$ cat src/rtl/bpfa_pkg.sv
// Types, codes and default sizes shared by the bitmap page frame allocator.
`default_nettype none

package bpfa_pkg;

   localparam int NUM_PAGES_DEF  = 4096;
   localparam int PAGE_BYTES_DEF = 4096;

   localparam logic [12:0] LIMIT_RESET = 13'd4096;
   localparam logic [12:0] COUNT_MAX   = 13'h1FFF;

   localparam logic [1:0] REQ_ALLOC        = 2'd0;
   localparam logic [1:0] REQ_FREE         = 2'd1;
   localparam logic [1:0] REQ_ALLOC_REGION = 2'd2;
   localparam logic [1:0] REQ_FREE_REGION  = 2'd3;

   localparam logic [1:0] ST_OK      = 2'd0;
   localparam logic [1:0] ST_FULL    = 2'd1;
   localparam logic [1:0] ST_NO_FREE = 2'd2;
   localparam logic [1:0] ST_RANGE   = 2'd3;

   typedef struct packed {
      logic [1:0]  req_type;
      logic [31:0] addr;
      logic [31:0] region_size;
   } req_word_type;

   typedef struct packed {
      logic [1:0]  status;
      logic [23:0] page_addr;
      logic [12:0] used_pages;
   } rsp_word_type;

   typedef enum logic [1:0] {
      UPD_ALLOC = 2'd0,
      UPD_SET   = 2'd1,
      UPD_CLEAR = 2'd2
   } upd_op_type;

   typedef struct packed {
      logic [31:0] word;
      logic [5:0]  flips;
      logic        found;
      logic [4:0]  bit_idx;
   } upd_result_type;

endpackage

`default_nettype wire

$ cat src/rtl/bpfa_map_ram.sv
// Bitmap memory: one write port and one registered read port.
`default_nettype none

module bpfa_map_ram #(
   parameter int DEPTH = 128,
   parameter int AW    = 7
) (
   input  wire logic          clock,
   input  wire logic          wr_en,
   input  wire logic [AW-1:0] wr_addr,
   input  wire logic [31:0]   wr_data,
   input  wire logic          rd_en,
   input  wire logic [AW-1:0] rd_addr,
   output logic [31:0]        rd_data
);

   logic [31:0] map_ff [DEPTH];
   logic [31:0] rd_data_ff;

   always_ff @(posedge clock) begin
      if (wr_en) begin
         map_ff[wr_addr] <= wr_data;
      end
      if (rd_en) begin
         rd_data_ff <= map_ff[rd_addr];
      end
   end

   assign rd_data = rd_data_ff;

endmodule

`default_nettype wire

$ cat src/rtl/bpfa_word_update.sv
// Word modifier: sets, clears or allocates bits of one bitmap word and counts the flips.
`default_nettype none

module bpfa_word_update (
   input  wire logic                 [31:0] old_word,
   input  wire logic                 [31:0] mask,
   input  wire bpfa_pkg::upd_op_type        op,
   output bpfa_pkg::upd_result_type         result
);

   logic [31:0] free_bits;
   logic [31:0] lowest;
   logic [31:0] new_word;
   logic [31:0] flipped;
   logic [4:0]  bit_idx;

   function automatic logic [5:0] popcount(input logic [31:0] v);
      logic [1:0] l1 [16];
      logic [2:0] l2 [8];
      logic [3:0] l3 [4];
      logic [4:0] l4 [2];
      for (int i = 0; i < 16; i++) begin
         l1[i] = 2'(v[2*i]) + 2'(v[2*i+1]);
      end
      for (int i = 0; i < 8; i++) begin
         l2[i] = 3'(l1[2*i]) + 3'(l1[2*i+1]);
      end
      for (int i = 0; i < 4; i++) begin
         l3[i] = 4'(l2[2*i]) + 4'(l2[2*i+1]);
      end
      for (int i = 0; i < 2; i++) begin
         l4[i] = 5'(l3[2*i]) + 5'(l3[2*i+1]);
      end
      return 6'(l4[0]) + 6'(l4[1]);
   endfunction

   assign free_bits = mask & ~old_word;
   assign lowest    = free_bits & (~free_bits + 32'd1);

   always_comb begin
      bit_idx = '0;
      for (int b = 0; b < 32; b++) begin
         if (lowest[b]) begin
            bit_idx = bit_idx | 5'(b);
         end
      end
   end

   always_comb begin
      unique case (op)
         bpfa_pkg::UPD_ALLOC: begin
            new_word = old_word | lowest;
            flipped  = lowest;
         end
         bpfa_pkg::UPD_SET: begin
            new_word = old_word | mask;
            flipped  = mask & ~old_word;
         end
         bpfa_pkg::UPD_CLEAR: begin
            new_word = old_word & ~mask;
            flipped  = mask & old_word;
         end
         default: begin
            new_word = old_word;
            flipped  = '0;
         end
      endcase
   end

   assign result.word    = new_word;
   assign result.flips   = popcount(flipped);
   assign result.found   = (op == bpfa_pkg::UPD_ALLOC) && (|lowest);
   assign result.bit_idx = bit_idx;

endmodule

`default_nettype wire

$ cat src/rtl/bitmap_page_frame_allocator.sv
// Top level of the bitmap page frame allocator: request sequencer, bitmap memory and count.
`default_nettype none

// The bitmap lives in a memory of ceil(NUM_PAGES/32) words of 32 bits, and every request
// that touches the bitmap is handled as a read, modify and write-back of one word at a time.
// Allocate-one scans the words up to the active limit until it finds a free page, free-one
// touches one bitmap word, and a region touches each bitmap word it covers. A request that
// needs no bitmap access goes straight to its response. One request is worked on at a time,
// and the next is taken while the previous response still waits. After reset a clearing
// pass writes the whole bitmap, during which no request is taken; the limit register can be
// written at any time and is always ready.

module bitmap_page_frame_allocator #(
   parameter int NUM_PAGES  = bpfa_pkg::NUM_PAGES_DEF,
   parameter int PAGE_BYTES = bpfa_pkg::PAGE_BYTES_DEF
) (
   input  wire logic                   clock,
   input  wire logic                   reset,
   input  wire logic                   req_valid,
   output logic                        req_stall,
   input  wire bpfa_pkg::req_word_type req_data,
   output logic                        rsp_valid,
   input  wire logic                   rsp_stall,
   output bpfa_pkg::rsp_word_type      rsp_data,
   input  wire logic                   csr_valid,
   output logic                        csr_ready,
   input  wire logic [12:0]            csr_data
);

   localparam int PB_SH     = $clog2(PAGE_BYTES);
   localparam int PW_RAW    = $clog2(NUM_PAGES);
   localparam int PW        = (PW_RAW < 6) ? 6 : PW_RAW;
   localparam int WW        = PW - 5;
   localparam int MAP_WORDS = (NUM_PAGES + 31) / 32;
   localparam int LW        = PW + 1;
   localparam int CW        = (LW > 13) ? LW : 13;
   localparam int QW        = 32 - PB_SH;
   localparam int EW        = QW + 1;
   localparam int XW        = (EW > LW) ? EW : LW;
   localparam int BW        = PW + PB_SH;

   typedef enum logic [5:0] {
      S_CLEAR  = 6'b000001,
      S_IDLE   = 6'b000010,
      S_SETUP  = 6'b000100,
      S_READ   = 6'b001000,
      S_MODIFY = 6'b010000,
      S_DONE   = 6'b100000
   } state_type;

   state_type              state_ff, state_in;
   logic [12:0]            csr_ff, csr_in;
   logic [12:0]            count_ff, count_in;
   logic [1:0]             req_type_ff, req_type_in;
   logic [QW-1:0]          start_ff, start_in;
   logic [EW-1:0]          end_ff, end_in;
   logic                   addr_zero_ff, addr_zero_in;
   bpfa_pkg::upd_op_type   op_ff, op_in;
   logic [WW-1:0]          word_ff, word_in;
   logic [WW-1:0]          first_word_ff, first_word_in;
   logic [WW-1:0]          last_word_ff, last_word_in;
   logic [4:0]             lo_ff, lo_in;
   logic [4:0]             hi_ff, hi_in;
   logic [1:0]             status_ff, status_in;
   logic [23:0]            paddr_ff, paddr_in;
   logic                   rsp_valid_ff, rsp_valid_in;
   bpfa_pkg::rsp_word_type rsp_data_ff, rsp_data_in;

   logic                   req_accept;
   logic [CW-1:0]          lim_c;
   logic [LW-1:0]          lim;
   logic [LW-1:0]          lim_m1;
   logic [XW-1:0]          start_x;
   logic [XW-1:0]          end_x;
   logic [XW-1:0]          lim_x;
   logic [XW-1:0]          endc_x;
   logic [XW-1:0]          last_pg_x;
   logic                   over;
   logic [31:0]            req_size;
   logic [4:0]             lo_eff;
   logic [4:0]             hi_eff;
   logic [31:0]            word_mask;
   logic [PW-1:0]          page;
   logic [BW-1:0]          byte_addr;
   logic [13:0]            count_sum;
   logic                   wr_en;
   logic [31:0]            wr_data;
   logic                   rd_en;
   logic [31:0]            rd_data;
   bpfa_pkg::upd_result_type upd;

   bpfa_map_ram #(
      .DEPTH (MAP_WORDS),
      .AW    (WW)
   ) u_map (
      .clock   (clock),
      .wr_en   (wr_en),
      .wr_addr (word_ff),
      .wr_data (wr_data),
      .rd_en   (rd_en),
      .rd_addr (word_ff),
      .rd_data (rd_data)
   );

   bpfa_word_update u_update (
      .old_word (rd_data),
      .mask     (word_mask),
      .op       (op_ff),
      .result   (upd)
   );

   assign req_stall  = (state_ff != S_IDLE);
   assign req_accept = req_valid && !req_stall;
   assign csr_ready  = 1'b1;
   assign csr_in     = csr_valid ? csr_data : csr_ff;

   assign lim_c  = (CW'(csr_ff) > CW'(NUM_PAGES)) ? CW'(NUM_PAGES) : CW'(csr_ff);
   assign lim    = LW'(lim_c);
   assign lim_m1 = lim - LW'(1);

   assign start_x   = XW'(start_ff);
   assign end_x     = XW'(end_ff);
   assign lim_x     = XW'(lim);
   assign over      = end_x > lim_x;
   assign endc_x    = over ? lim_x : end_x;
   assign last_pg_x = endc_x - XW'(1);

   assign req_size  = (req_data.req_type == bpfa_pkg::REQ_FREE) ? 32'd0 : req_data.region_size;

   assign lo_eff    = (word_ff == first_word_ff) ? lo_ff : 5'd0;
   assign hi_eff    = (word_ff == last_word_ff) ? hi_ff : 5'd31;
   assign word_mask = ({32{1'b1}} << lo_eff) & ({32{1'b1}} >> (5'd31 - hi_eff));

   assign page      = {word_ff, upd.bit_idx};
   assign byte_addr = BW'(page) << PB_SH;
   assign count_sum = 14'(count_ff) + 14'(upd.flips);

   always_comb begin
      state_in      = state_ff;
      count_in      = count_ff;
      req_type_in   = req_type_ff;
      start_in      = start_ff;
      end_in        = end_ff;
      addr_zero_in  = addr_zero_ff;
      op_in         = op_ff;
      word_in       = word_ff;
      first_word_in = first_word_ff;
      last_word_in  = last_word_ff;
      lo_in         = lo_ff;
      hi_in         = hi_ff;
      status_in     = status_ff;
      paddr_in      = paddr_ff;
      rsp_valid_in  = rsp_valid_ff && rsp_stall;
      rsp_data_in   = rsp_data_ff;
      wr_en         = 1'b0;
      wr_data       = upd.word;
      rd_en         = 1'b0;

      unique case (state_ff)
         S_CLEAR: begin
            wr_en   = 1'b1;
            wr_data = '0;
            if (word_ff == WW'(MAP_WORDS - 1)) begin
               word_in  = '0;
               state_in = S_IDLE;
            end else begin
               word_in = word_ff + WW'(1);
            end
         end
         S_IDLE: begin
            if (req_accept) begin
               req_type_in  = req_data.req_type;
               start_in     = req_data.addr[31:PB_SH];
               end_in       = EW'(req_data.addr[31:PB_SH]) + EW'(req_size[31:PB_SH]) + EW'(1);
               addr_zero_in = (req_data.addr == 32'd0);
               state_in     = S_SETUP;
            end
         end
         S_SETUP: begin
            paddr_in = '0;
            if (req_type_ff == bpfa_pkg::REQ_ALLOC) begin
               if (CW'(count_ff) >= CW'(lim)) begin
                  status_in = bpfa_pkg::ST_FULL;
                  state_in  = S_DONE;
               end else begin
                  status_in     = bpfa_pkg::ST_NO_FREE;
                  op_in         = bpfa_pkg::UPD_ALLOC;
                  word_in       = '0;
                  first_word_in = '0;
                  last_word_in  = lim_m1[PW-1:5];
                  lo_in         = 5'd0;
                  hi_in         = lim_m1[4:0];
                  state_in      = S_READ;
               end
            end else if (req_type_ff == bpfa_pkg::REQ_FREE && addr_zero_ff) begin
               status_in = bpfa_pkg::ST_OK;
               state_in  = S_DONE;
            end else begin
               status_in = over ? bpfa_pkg::ST_RANGE : bpfa_pkg::ST_OK;
               op_in     = (req_type_ff == bpfa_pkg::REQ_ALLOC_REGION) ?
                           bpfa_pkg::UPD_SET : bpfa_pkg::UPD_CLEAR;
               if (start_x >= endc_x) begin
                  state_in = S_DONE;
               end else begin
                  word_in       = start_x[PW-1:5];
                  first_word_in = start_x[PW-1:5];
                  last_word_in  = last_pg_x[PW-1:5];
                  lo_in         = start_x[4:0];
                  hi_in         = last_pg_x[4:0];
                  state_in      = S_READ;
               end
            end
         end
         S_READ: begin
            rd_en    = 1'b1;
            state_in = S_MODIFY;
         end
         S_MODIFY: begin
            wr_en = 1'b1;
            if (op_ff == bpfa_pkg::UPD_CLEAR) begin
               count_in = (count_ff >= 13'(upd.flips)) ? count_ff - 13'(upd.flips) : 13'd0;
            end else begin
               count_in = (count_sum > 14'(bpfa_pkg::COUNT_MAX)) ?
                          bpfa_pkg::COUNT_MAX : 13'(count_sum);
            end
            if (upd.found) begin
               status_in = bpfa_pkg::ST_OK;
               paddr_in  = 24'(byte_addr);
               state_in  = S_DONE;
            end else if (word_ff == last_word_ff) begin
               state_in = S_DONE;
            end else begin
               word_in  = word_ff + WW'(1);
               state_in = S_READ;
            end
         end
         S_DONE: begin
            if (!rsp_valid_ff || !rsp_stall) begin
               rsp_valid_in           = 1'b1;
               rsp_data_in.status     = status_ff;
               rsp_data_in.page_addr  = paddr_ff;
               rsp_data_in.used_pages = count_ff;
               state_in               = S_IDLE;
            end
         end
         default: begin
            state_in = S_IDLE;
         end
      endcase
   end

   always_ff @(posedge clock) begin
      if (reset) begin
         state_ff     <= S_CLEAR;
         csr_ff       <= bpfa_pkg::LIMIT_RESET;
         count_ff     <= '0;
         word_ff      <= '0;
         rsp_valid_ff <= 1'b0;
      end else begin
         state_ff     <= state_in;
         csr_ff       <= csr_in;
         count_ff     <= count_in;
         word_ff      <= word_in;
         rsp_valid_ff <= rsp_valid_in;
      end
   end

   always_ff @(posedge clock) begin
      req_type_ff   <= req_type_in;
      start_ff      <= start_in;
      end_ff        <= end_in;
      addr_zero_ff  <= addr_zero_in;
      op_ff         <= op_in;
      first_word_ff <= first_word_in;
      last_word_ff  <= last_word_in;
      lo_ff         <= lo_in;
      hi_ff         <= hi_in;
      status_ff     <= status_in;
      paddr_ff      <= paddr_in;
      rsp_data_ff   <= rsp_data_in;
   end

   assign rsp_valid = rsp_valid_ff;
   assign rsp_data  = rsp_data_ff;

   a_clear_blocks_requests: assert property (@(posedge clock) disable iff (reset)
      (state_ff == S_CLEAR) |-> req_stall)
      else $error("A request could be taken during the clearing pass.");

   a_response_from_done: assert property (@(posedge clock) disable iff (reset)
      $rose(rsp_valid_ff) |-> $past(state_ff == S_DONE))
      else $error("A response appeared without a finished request.");

   a_alloc_below_limit: assert property (@(posedge clock) disable iff (reset)
      (state_ff == S_MODIFY && upd.found) |-> (LW'(page) < lim))
      else $error("An allocated page lies at or above the active limit.");

   a_write_in_walk: assert property (@(posedge clock) disable iff (reset)
      (state_ff == S_MODIFY) |-> $past(state_ff == S_READ))
      else $error("A bitmap word was written back without being read first.");

endmodule

`default_nettype wire
$ cat config.mk
export PLATFORM = sky130hd
export DESIGN_NAME = bitmap_page_frame_allocator
export DESIGN_NICKNAME = d
export VERILOG_FILES = /design/src/rtl/bpfa_pkg.sv /design/src/rtl/bpfa_map_ram.sv /design/src/rtl/bpfa_word_update.sv /design/src/rtl/bitmap_page_frame_allocator.sv
export SDC_FILE = /design/constraint.sdc
export NUM_CORES = 2
export LEC_CHECK = 0
export BUFFER_PORTS_ARGS = -buffer_cell sky130_fd_sc_hd__buf_2
export CORE_UTILIZATION = 66
export CTS_BUF_LIST = sky130_fd_sc_hd__clkbuf_2
export CTS_CLUSTER_DIAMETER = 50
export DETAILED_ROUTE_END_ITERATION = 10
export PLACE_DENSITY_LB_ADDON = 0.25
export SYNTH_ARGS = -nofsm -noshare
export SYNTH_HDL_FRONTEND = slang
export SYNTH_HIERARCHICAL = 1
export SYNTH_SLANG_ARGS = --single-unit
$ cat constraint.sdc
create_clock -name clock -period 13.57 [get_ports clock]
set_clock_uncertainty 0.05 [all_clocks]
set_input_delay 0.6785 -clock clock [delete_from_list [all_inputs] [get_ports clock]]
set_output_delay 0.6785 -clock clock [all_outputs]
set_load 0.05 [all_outputs]
**Word-level counts from Yosys, hierarchy flattened**

Memories as Yosys holds them, arrays and structs flattened. A register that Yosys moved wholly into a read port is not among the register bits.
Cells that the tools add are included.

- Memories: 1
- Output and inout bits: 42
- Flip-flop bits (word level): 175
- Bits in writable memories: 4096

- Shifts and indexed selects: 2
- Eq/ne operators: 24
- $add $sub $neg: 40
- $lt $le $gt $ge: 6
- Reductions and logical operators: 22
- Bitwise logic cells: 10
- Muxes and demuxes: 164

Memory list:

| name | words | bits a word | rd ports | clocked after memory_dff | write ports | line | source |
|---|---|---|---|---|---|---|---|
| u_map.map_ff | 128 | 32 | 1 | 1 | 1 | bpfa_map_ram.sv:17 | `logic [31:0] map_ff [DEPTH];` |

Operator list:

| cell | number |
|---|---|
| $mux 7 | 31 |
| $mux 5 | 42 |
| $pmux 32 s3 | 2 |
| $and 32x32->32 | 5 |
| $mux 6 | 23 |
| $not 32->32 | 3 |
| $mux 39 | 2 |
| $mux 13 | 5 |
| $mux 32 | 2 |
| $or 32x32->32 | 2 |
| $mux 21 | 3 |
| $mux 2 | 24 |
| $mux 24 | 2 |
| $pmux 24 s2 | 1 |
| $mux 20 | 2 |
| $pmux 6 s6 | 1 |
| $add 1x1->2 | 16 |
| $add 32x1->32 const B | 1 |
| $logic_not 32->1 | 1 |
| $mux 4 | 8 |
| $reduce_or 32->1 | 1 |
| $shl 32x5->32 const A | 1 |
| $shr 32x5->32 const A | 1 |
| $add 2x2->3 | 8 |
| other kinds (45) | 81 |

**Depth between registers and ports, before layout**

- Depth after elaboration: 43
- Gate-level depth with buffers: 43
- Depth with buffers taken out: 38

**Modules after synthesis**

The synthesis kept the hierarchy.

Modules (own cells, without submodules):

| module | area an instance (um^2) | times used | cells each | sequential area each (um^2) |
|---|---|---|---|---|
| bpfa_map_ram | 156596.4 | 1 | 5990 | 123958.9 |
| bitmap_page_frame_allocator | 10383.7 | 1 | 1078 | 4134.0 |
| bpfa_word_update | 2919.0 | 1 | 466 | 0.0 |

**Least setup slack after synthesis**

Ideal clock, no wire load.

- Kind: register to register
- Start: reg word_ff[4]
- End: reg count_ff[3]
- Required time: 13401 ps
- Path slack: 3910 ps
- Data arrival time: 9491 ps
- Path buffers: 5
- Setup time: 119 ps
- Cell stages (with the launch flop): 44
- Cells stage by stage: dfxtp_1 > clkbuf_1 > xor2_1 > nor4_1 > and4_1 > nand2b_1 > clkbuf_1 > nor2_1 > nand2_1 > and3_1 > nor2b_1 > nor4b_4 > and4_1 > buf_2 > a31oi_1 > o31ai_1 > nand2_1 > fa_1 > [8 not listed] > ha_1 > inv_1 > fa_1 > inv_1 > a21o_1 > a21oi_1 > xnor2_1 > inv_1 > ha_1 > buf_2 > or2_1 > a211oi_2 > a21oi_2 > o31a_1 > buf_2 > a211oi_1 > a31oi_1 > o221a_2

RTL lines:

| what | line | source |
|---|---|---|
| start, declared | bitmap_page_frame_allocator.sv:59 | `logic [WW-1:0] word_ff, word_in;` |
| start signal, assigned | bitmap_page_frame_allocator.sv:263 | `word_ff <= word_in;` |
| end signal, assigned | bitmap_page_frame_allocator.sv:262 | `count_ff <= count_in;` |
| end, declared | bitmap_page_frame_allocator.sv:53 | `logic [12:0] count_ff, count_in;` |

==> Implementation_results.wiki <==
{| class="wikitable"
! Metric !! Value
|-
| Initial Util || 66.61%
|-
| DP HPWL || 247.2 mm
|-
| Via count normalized by instance count || 7.008
|-
| Horizontal extent of the die || 509.4 um
|-
| Leakage || 60.79 nW
|-
| Antenna violations before repair || 58
|-
| Post-Place Setup Slack || 1.634 ns
|-
| Number of enable-type register cells in the synthesized netlist || 4239
|-
| Count leader, synth || sky130_fd_sc_hd__edfxtp_1
|-
| Total CTS buffers || 1037
|-
| Syn Inst Count || 7534
|-
| Count of input and output buffers || 100
|-
| Starting DRC count in detailed routing || 14110
|-
| Time the worst path needs with I/O delays and setup || 12.19 ns
|-
| Std-Cell Core Area || 255100 um^2
|-
| Worst Setup Path Type || flop to flop
|-
| Achievable frequency || 0.08203 GHz
|-
| Async set-reset flop share out of synthesis || 0%
|-
| Most used cell along the critical path || sky130_fd_sc_hd__fa_1
|-
| Sequential share of the synthesized area || 75.39%
|-
| Setup-violating endpoint count in the final report || 0
|-
| Power per unit of standard cell area || 150.1 nW/um^2
|-
| Maximum vdd ir drop || 105.0 uV
|-
| Grt ovf || 0
|-
| Total number of clock tree sinks || 4279
|-
| CTS Hold Buffers Added || 205
|-
| Boundary pin count || 126
|-
| Detailed-route wire length || 464.2 mm
|-
| Cell row count || 185
|-
| Fillers || 13980
|-
| Wire length of the first global-routing pass || 653.7 mm
|-
| Share of the synthesized area in the top cell type || 74.92%
|-
| Worst setup EP type || flop
|-
| List of most frequent post-synthesis cells || 4239 x sky130_fd_sc_hd__edfxtp_1, 1344 x sky130_fd_sc_hd__mux4_2, 236 x sky130_fd_sc_hd__clkbuf_1
|-
| Combined flip-flop and latch cell area || 128100 um^2
|-
| Fin crit share || 89.83%
|-
| Cell at the root of the clock tree || sky130_fd_sc_hd__clkbuf_2
|-
| Layout cells sized above 1 || 37.30%
|-
| Crit path arrival time || 14.06 ns
|-
| Vias in the first global route || 91920
|-
| Largest fanout on the critical path || 42
|-
| Hold WC Path Type || input pin to flop
|-
| Setup TNS || 0 ns
|-
| Routed vias || 90010
|-
| Main synth FF type || sky130_fd_sc_hd__edfxtp_1
|-
| Crit path largest cell delay || 0.90 ns
|-
| # H-tree levels || 7
|-
| Startpoint kind of the worst setup timing path || flop
|-
| Routability Congestion || 0.9047
|-
| YS warnings || 6
|-
| Largest net degree at the start of global routing || 128
|-
| Clock slew at reported path FFs || 0.12 ns
|-
| Clock latency on the worst-skew pair || 2.13 ns
|-
| CP max-delay cell || sky130_fd_sc_hd__dfxtp_4
|-
| Pins over their slew limit || 0
|-
| Layout net count || 8930
|-
| Mean instance size in the synthesized netlist || 22.55 um^2
|-
| Top cells by area, synth || sky130_fd_sc_hd__edfxtp_1 75%, sky130_fd_sc_hd__mux4_2 18%, sky130_fd_sc_hd__ha_1 0.65%
|-
| Die outline area || 259500 um^2
|-
| Setup bufs post-CTS || 0
|-
| Flop and latch count out of synthesis || 4279
|-
| Area of the mapped netlist || 169900 um^2
|-
| Setup repair after global routing missed its margin || no
|-
| Max-cap violations || 0
|-
| Max-slew headroom || 11.51%
|-
| Post-detailed-route DRC marker count || 0
|-
| Area added between synthesis and finish || 10.43%
|-
| Number of hold-slack violations in the final timing report || 0
|-
| Distinct cell type count after synthesis || 94
|-
| Area occupied by multi-input gates || 40830 um^2
|-
| Transition time at the pin with the least slew margin || 1.327 ns
|-
| Cell type contributing the most total cell area after synthesis || sky130_fd_sc_hd__edfxtp_1
|-
| Average wire length per cell after detail routing || 36.15 um
|-
| Resized Gates After CTS || 0
|-
| Max clock buf depth || 4
|-
| Required time reported for the critical path endpoint || 15.44 ns
|-
| Post-route setup slack || 1.380 ns
|-
| Height of the die || 509.4 um
|-
| TritonCTS clock tree || done
|-
| Overall Global Routing Usage || 36.50%
|-
| Router iterations before antenna repair || 6
|-
| Count of nets left with antenna violations after detail routing || 0
|-
| Result of the run || complete, no violations
|}
==> cell usage in the layout (no fill, tap or decap), types with 41 or more instances in the layout <==
| cell type | netlist | routed |
|---|---|---|
| sky130_fd_sc_hd__a21oi_1 | 141 | 140 |
| sky130_fd_sc_hd__nor2_1 | 234 | 114 |
| sky130_fd_sc_hd__nor2_4 | 0 | 120 |
| sky130_fd_sc_hd__inv_1 | 108 | 108 |
| sky130_fd_sc_hd__and2_1 | 81 | 49 |
| sky130_fd_sc_hd__o21ai_0 | 90 | 90 |
| sky130_fd_sc_hd__nor2b_1 | 54 | 54 |
| sky130_fd_sc_hd__dlygate4sd3_1 | 0 | 204 |
| sky130_fd_sc_hd__ha_1 | 88 | 88 |
| sky130_fd_sc_hd__buf_2 | 89 | 100 |
| sky130_fd_sc_hd__edfxtp_1 | 4239 | 4239 |
| sky130_fd_sc_hd__xnor2_1 | 42 | 42 |
| sky130_fd_sc_hd__buf_4 | 16 | 231 |
| sky130_fd_sc_hd__nand2_1 | 131 | 128 |
| sky130_fd_sc_hd__clkinv_1 | 1 | 189 |
| sky130_fd_sc_hd__nand3_1 | 45 | 41 |
| sky130_fd_sc_hd__nor3_1 | 50 | 41 |
| sky130_fd_sc_hd__clkbuf_2 | 0 | 1457 |
| sky130_fd_sc_hd__mux4_2 | 1344 | 1344 |
==> state kept, by name, summed over array words and instances (netlist names), 5 cells and up <==
| name | count |
|---|---|
| last_word_ff | 7 |
| start_ff | 20 |
| count_ff | 13 |
| lo_ff | 5 |
| u_map/rd_data | 32 |
| u_map/map_ff | 4096 |
| first_word_ff | 7 |
| rsp_data | 27 |
| paddr_ff | 12 |
| word_ff | 7 |
| hi_ff | 5 |
| csr_ff | 13 |
| state_ff | 6 |
| end_ff | 21 |
==> layout make-up <==
type                       count  area share (%)
multi-input combinational   2763           21.76
clock inverter               315           1.247
timing repair buffer         541           2.343
antenna                       13         0.01734
tap                         3366           2.245
clock buffer                1457           3.886
inverter                     109          0.2181
sequential                  4279           68.28
==> metal layers <==
metal	vias to the layer above	share of wire [%]	track usage (%)
li1	34970	-	-
met1	46100	34	50.39
met2	7719	46	55.19
met3	1179	15	10.79
met4	34	4.6	15.94
met5	-	0.049	0.6031
==> worst max-delay path: cells and delay by family, from the launching register on <==
family	cells	cell delay, ns
adder cells (fa/ha/maj)	9	4.03
XOR/XNOR	2	0.47
flip-flops	1	0.90
AND/OR/NAND/NOR	10	4.12
AO/OA/AOI/OAI	9	1.75
multiplexers	1	0.19
buffers and inverters	6	0.40
==> power breakdown <==
| part | total [mW] | internal (mW) | switching, mW |
|---|---|---|---|
| Combinational | 4.49 | 1.84 | 2.65 |
| Sequential | 14.9 | 14.9 | 0.0701 |
| Clock | 8.74 | 3.56 | 5.18 |
| Total | 28.2 | 20.3 | 7.90 |
==> final timing paths <==
path                            slack (ns)  cells after the start          from     endpoint
worst max-delay path                  1.38                     37    word_ff[0]  count_ff[3]
worst min-delay path                  0.34                      6  req_data[14]    end_ff[2]
worst max register to register        1.38                     37    word_ff[0]  count_ff[3]
worst min register to register        0.35                      1   state_ff[3]  state_ff[4]
==> through the flow <==
stage / instance area, um^2 / total power, mW / instances / util, % / hold slack (ns)
floorplan: 170000 / 17.96 / 7552 / - / 0.3503
global placement: 175900 / 19.47 / 10850 / 68.96 / 0.3531
detailed placement: 175900 / 19.57 / 10850 / 68.96 / 0.3611
CTS: 187600 / 28.21 / 12830 / 73.54 / 0.02966
global route: 187600 / 29.03 / 12840 / 73.55 / 0.3123
finish: 187600 / 28.17 / 12840 / 73.55 / 0.3385
==> cells by family after synthesis <==
family / after synthesis / share of synthesized area [%]
AOI/OAI and AO/OA: 432 / 1.681
xor gates and xnor gates: 58 / 0.2990
adders and majority gates: 115 / 0.9662
buffers and inverters: 510 / 1.250
DFF: 4279 / 75.39
muxes: 1408 / 18.23
other: 2 / 0.004420
and+or+nand+nor: 730 / 2.172
Note: power is estimated with default switching activity, not from simulation.
